==> config.mk <==
export PLATFORM = sky130hd
export DESIGN_NAME = mm_controller
export DESIGN_NICKNAME = d
export VERILOG_FILES = /design/src/hdl/mm_pkg.sv /design/src/hdl/mm_controller.sv
export SDC_FILE = /design/constraint.sdc
export NUM_CORES = 1
export LEC_CHECK = 0
export BUFFER_PORTS_ARGS = -buffer_cell sky130_fd_sc_hd__buf_2
export CAP_MARGIN = 10
export CORE_AREA = 2 2 39 41
export CTS_CLUSTER_DIAMETER = 60
export DETAILED_ROUTE_END_ITERATION = 6
export DIE_AREA = 0 0 41 43
export PLACE_DENSITY_LB_ADDON = 0.2
export SYNTH_ARGS = -nofsm -noshare
export SYNTH_HDL_FRONTEND = slang
export SYNTH_SLANG_ARGS = --single-unit
==> constraint.sdc <==
create_clock -name clk -period 1.2 [get_ports clk]
set_input_delay 0 -clock clk [delete_from_list [all_inputs] [get_ports clk]]
set_output_delay 0 -clock clk [all_outputs]
set_load 0.01 [all_outputs]
==> src/hdl/mm_pkg.sv <==
// Shared constants, types and helpers for the matrix multiply block.
package mm_pkg;

  localparam int MAX_DIM     = 8;
  localparam int STORE_DEPTH = MAX_DIM * MAX_DIM;
  localparam int ADDR_W      = $clog2(STORE_DEPTH);
  localparam int CNT_W       = ADDR_W + 1;
  localparam int IDX_W       = $clog2(MAX_DIM);
  localparam int DIM_W       = 4;
  localparam int VALUE_W     = 16;
  localparam int MUL_W       = 2 * VALUE_W;
  localparam int PROD_W      = 36;
  localparam int CFG_IDX_W   = 2;

  localparam logic [CFG_IDX_W-1:0] REG_ROWS_A     = 2'd0;
  localparam logic [CFG_IDX_W-1:0] REG_INNER_SIZE = 2'd1;
  localparam logic [CFG_IDX_W-1:0] REG_COLS_B     = 2'd2;

  localparam logic ACTION_LEFT  = 1'b0;
  localparam logic ACTION_RIGHT = 1'b1;

  typedef struct packed {
    logic load;
    logic start_pass;
    logic issue;
    logic advance;
  } mm_cmd_t;

  typedef struct packed {
    logic pass_full;
    logic t_last;
    logic elem_last;
    logic result_landed;
    logic out_free;
  } mm_status_t;

  function automatic logic [DIM_W-1:0] eff_size(input logic [DIM_W-1:0] r);
    logic [DIM_W-1:0] s;
    s = r;
    if (r == '0) begin
      s = DIM_W'(1);
    end else if (r > DIM_W'(MAX_DIM)) begin
      s = DIM_W'(MAX_DIM);
    end
    return s;
  endfunction

endpackage

==> src/hdl/mm_controller.sv <==
// Sequencer for loading, per-element dot product issue and result hand-off.
module mm_controller import mm_pkg::*; (
  input  logic       clk,
  input  logic       rst,
  input  logic       in_valid,
  output logic       in_ready,
  output mm_cmd_t    cmd,
  input  mm_status_t status
);

  typedef enum logic [2:0] {
    S_IDLE,
    S_SETUP,
    S_START,
    S_ISSUE,
    S_DRAIN
  } state_t;

  state_t state;
  state_t state_next;

  always_comb begin
    cmd        = '0;
    in_ready   = 1'b0;
    state_next = state;
    unique case (state)
      S_IDLE: begin
        in_ready = 1'b1;
        if (in_valid) begin
          cmd.load = 1'b1;
          if (status.pass_full) begin
            state_next = S_SETUP;
          end
        end
      end
      S_SETUP: begin
        cmd.start_pass = 1'b1;
        state_next     = S_START;
      end
      S_START: begin
        if (status.out_free) begin
          state_next = S_ISSUE;
        end
      end
      S_ISSUE: begin
        cmd.issue = 1'b1;
        if (status.t_last) begin
          state_next = S_DRAIN;
        end
      end
      S_DRAIN: begin
        if (status.result_landed) begin
          if (status.elem_last) begin
            state_next = S_IDLE;
          end else begin
            cmd.advance = 1'b1;
            state_next  = S_START;
          end
        end
      end
      default: state_next = S_IDLE;
    endcase
  end

  always_ff @(posedge clk) begin
    if (rst) begin
      state <= S_IDLE;
    end else begin
      state <= state_next;
    end
  end

endmodule

==> results.yml <==
cts:
  clk_latency_ns: 0.25
  h-tree-depth: 1
  root_buffer: "clkbuf_4"
  cts_tree: "done"
  cts_buffers: 3
  clkSinkCount: 3
  clock_path_buffers: 2
  cts.clk_slew.worst_paths_ns: 0.04
setup_path:
  path_max_fanout: 4
  start_kind: "flip-flop"
  crit_path_end_kind: "flip-flop"
  cp_data_arrival_time_ns: 1.42
  path_delay_family: "compound AO/OA/AOI/OAI gates"
  path_class: "reg -> reg"
  crit_chain: "a211oi_2, a31oi_1, o22ai_1, mux2_1"
  cpMaxStageDelayCell: "dfxtp_4"
  cp_num_buf_inv: 0
  cpPeakStageDelay_ns: 0.35
  worstPathRequired_ns: 1.33
final_layout:
  multi_input_area_um2: 201
  top_register: "state"
  num_antenna_cells: 0
  largest_reg_flops: 3
  fillCellCount: 141
  syn_to_final_growth_pct: 78.6
  top_regs: "state (3)"
  nets: 64
  drive_above_1_share: 0.636
  fin_util: 0.339
  regArea_um2: 68.8
global_routing:
  grt_max_degree: 8
  grt_pass1_wl_mm: 1.17
  grt_pass1_vias: 281
  grt_use_total: 0.109
  antenna_found_initial: 0
  grt-ovfl-total: 0
floorplan:
  die_area_um2: 1760
  start_util: 0.190
  die_w_um: 41
  core_um2: 1380
  num_rows: 14
  num_io_pins: 13
  die_h_um: 43
run_status:
  violations: "setup timing"
  status: "finished, violations left"
synthesis:
  synth_seq_area_share: 0.229
  synth_area_um2: 263
  synth_ff_type: "dfxtp_1"
  synth_commonest_cells: "dfxtp_1 (3), inv_1 (3), nor2_1 (3)"
  yosys.area_share.simple: 0.319
  synth-xor-area-share: 0
  synth-seq-cells: 3
  synthAdderAreaFrac: 0
  synthTopCellsByArea: "dfxtp_1 (23%), buf_6 (8.6%), nor2b_4 (5.2%)"
  synthMuxAreaShare: 0.0429
  synth_cell_type_count: 21
  synth_top_family_by_area: "simple AND/OR/NAND/NOR gates"
  syn_inst: 32
  syn_avg_cell_area_um2: 8.21
  synth_compound_area_frac: 0.262
  yosys_warnings: 0
  yosysTopAreaCell: "dfxtp_1"
  synth_edf_count: 0
  syn_nets: 40
  synth.top_cell.area_share: 0.229
  async_reset_ff_frac: 0
route:
  first_pass_iters: 4
  wl_per_cell_um: 12.3
  first_iter_violations: 16
  drc_errors: 0
  antenna_left: 0
  drt-vias-per-instance: 4.86
  wl_um: 875
  dr_total_vias: 345
pwr:
  power_leakage_nw: 0.217
  power.density_nw_per_um2: 1230
  peakVddDrop_v: 0.000466
sta:
  tightest_slew_ns: 0.519
  finalCriticalPeriod_ns: 1.29
  maxSlewViolCount: 0
  setup_viol: 2
  slew-limit-headroom: 0.645
  fmax_mhz: 776
  clock_skew_ns: 0.0114
  post-route-period-util: 1.07
  rsz0062_at_grt: "true"
  setup_slack_ns: -0.0887
  finalHoldViolCount: 0
placed_design:
  place.gp.congestion: 0.746
  dp_hpwl_um: 552
  placement.io_buffers: 12
  post-place-ws_ns: -0.126
worst_hold_path:
  min_path_type: "in -> reg"
job:
  max-cap-violations: 0
## cell families after synthesis
kind of cell / Yosys count
and+or+nand+nor: 13
buffers and inverters: 6
AOI/OAI and AO/OA: 9
muxes: 1
DFF: 3
## stage by stage
stage          hold slack (ns)  instances  setup TNS [ns]  area [um2]  power (mW)
2_1_floorplan           0.0724         32         -0.0102         268       0.256
3_3_place_gp             0.217         65          -0.158         380       0.329
3_5_place_dp             0.217         65          -0.126         380       0.327
4_1_cts                 0.0316         71          -0.106         442       0.547
5_1_grt                 0.0466         71          -0.306         469       0.611
6_report                0.0310         71          -0.115         469       0.577
## placed cells by master, fill, tap and decap left out, types with 2 or more instances in the layout
cell and count:
a211oi_2 2, a31oi_1 2, buf_2 12, buf_4 8, clkbuf_4 3, dfxtp_4 2, inv_1 3, nor2_1 2
nor2b_1 2
## tightest hold or removal path, delay by kind of cell
family                 cells  cell delay (ns)
and+or+nand+nor            1             0.08
buffers and inverters      1             0.09
AOI/OAI and AO/OA          1             0.07
## power by group
part / switching [mW] / total (mW) / internal (mW)
combinational: 0.114 / 0.248 / 0.134
clock: 0.0682 / 0.194 / 0.126
sequential: 0.0191 / 0.135 / 0.116
total: 0.201 / 0.577 / 0.376
## routing by layer
layer,track usage,part of all wire,routed length (um),up-vias
li1,-,-,-,161
met1,0.129,0.39,338,160
met2,0.141,0.50,440,19
met3,0.0314,0.074,65,5
met4,0.120,0.033,29,0
met5,0,0,0,-
## path summary, 6_finish.rpt
check	slack, ns	end	from	depth (start not counted)
max	-0.09	state[1]$_SDFFE_PP0P_	state[0]$_SDFFE_PP0P_	4
max reg2reg	-0.09	state[1]$_SDFFE_PP0P_	state[0]$_SDFFE_PP0P_	4
min	0.03	state[2]$_SDFFE_PP0P_	status[3]	3
min reg2reg	0.71	state[0]$_SDFFE_PP0P_	state[0]$_SDFFE_PP0P_	3
## area by class of cell
| cell class | count | area share |
|---|---|---|
| Timing Repair Buffer | 22 | 0.301 |
| Clock buffer | 4 | 0.0560 |
| Inverter | 3 | 0.0240 |
| Tap cell | 16 | 0.0427 |
| Sequential cell | 3 | 0.147 |
| Multi-Input combinational cell | 23 | 0.429 |
## what timing repair did
| item | CTS | global route |
|---|---|---|
| resized for setup | 6 | 7 |
| hold endpoints to repair | 2 | 0 |
| setup endpoints to repair | 4 | 6 |
| buffers inserted | 1 | 0 |
| hold buffers | 1 | 0 |
| pin swaps | 2 | 4 |
No activity file was read; power rests on OpenSTA's default activity.
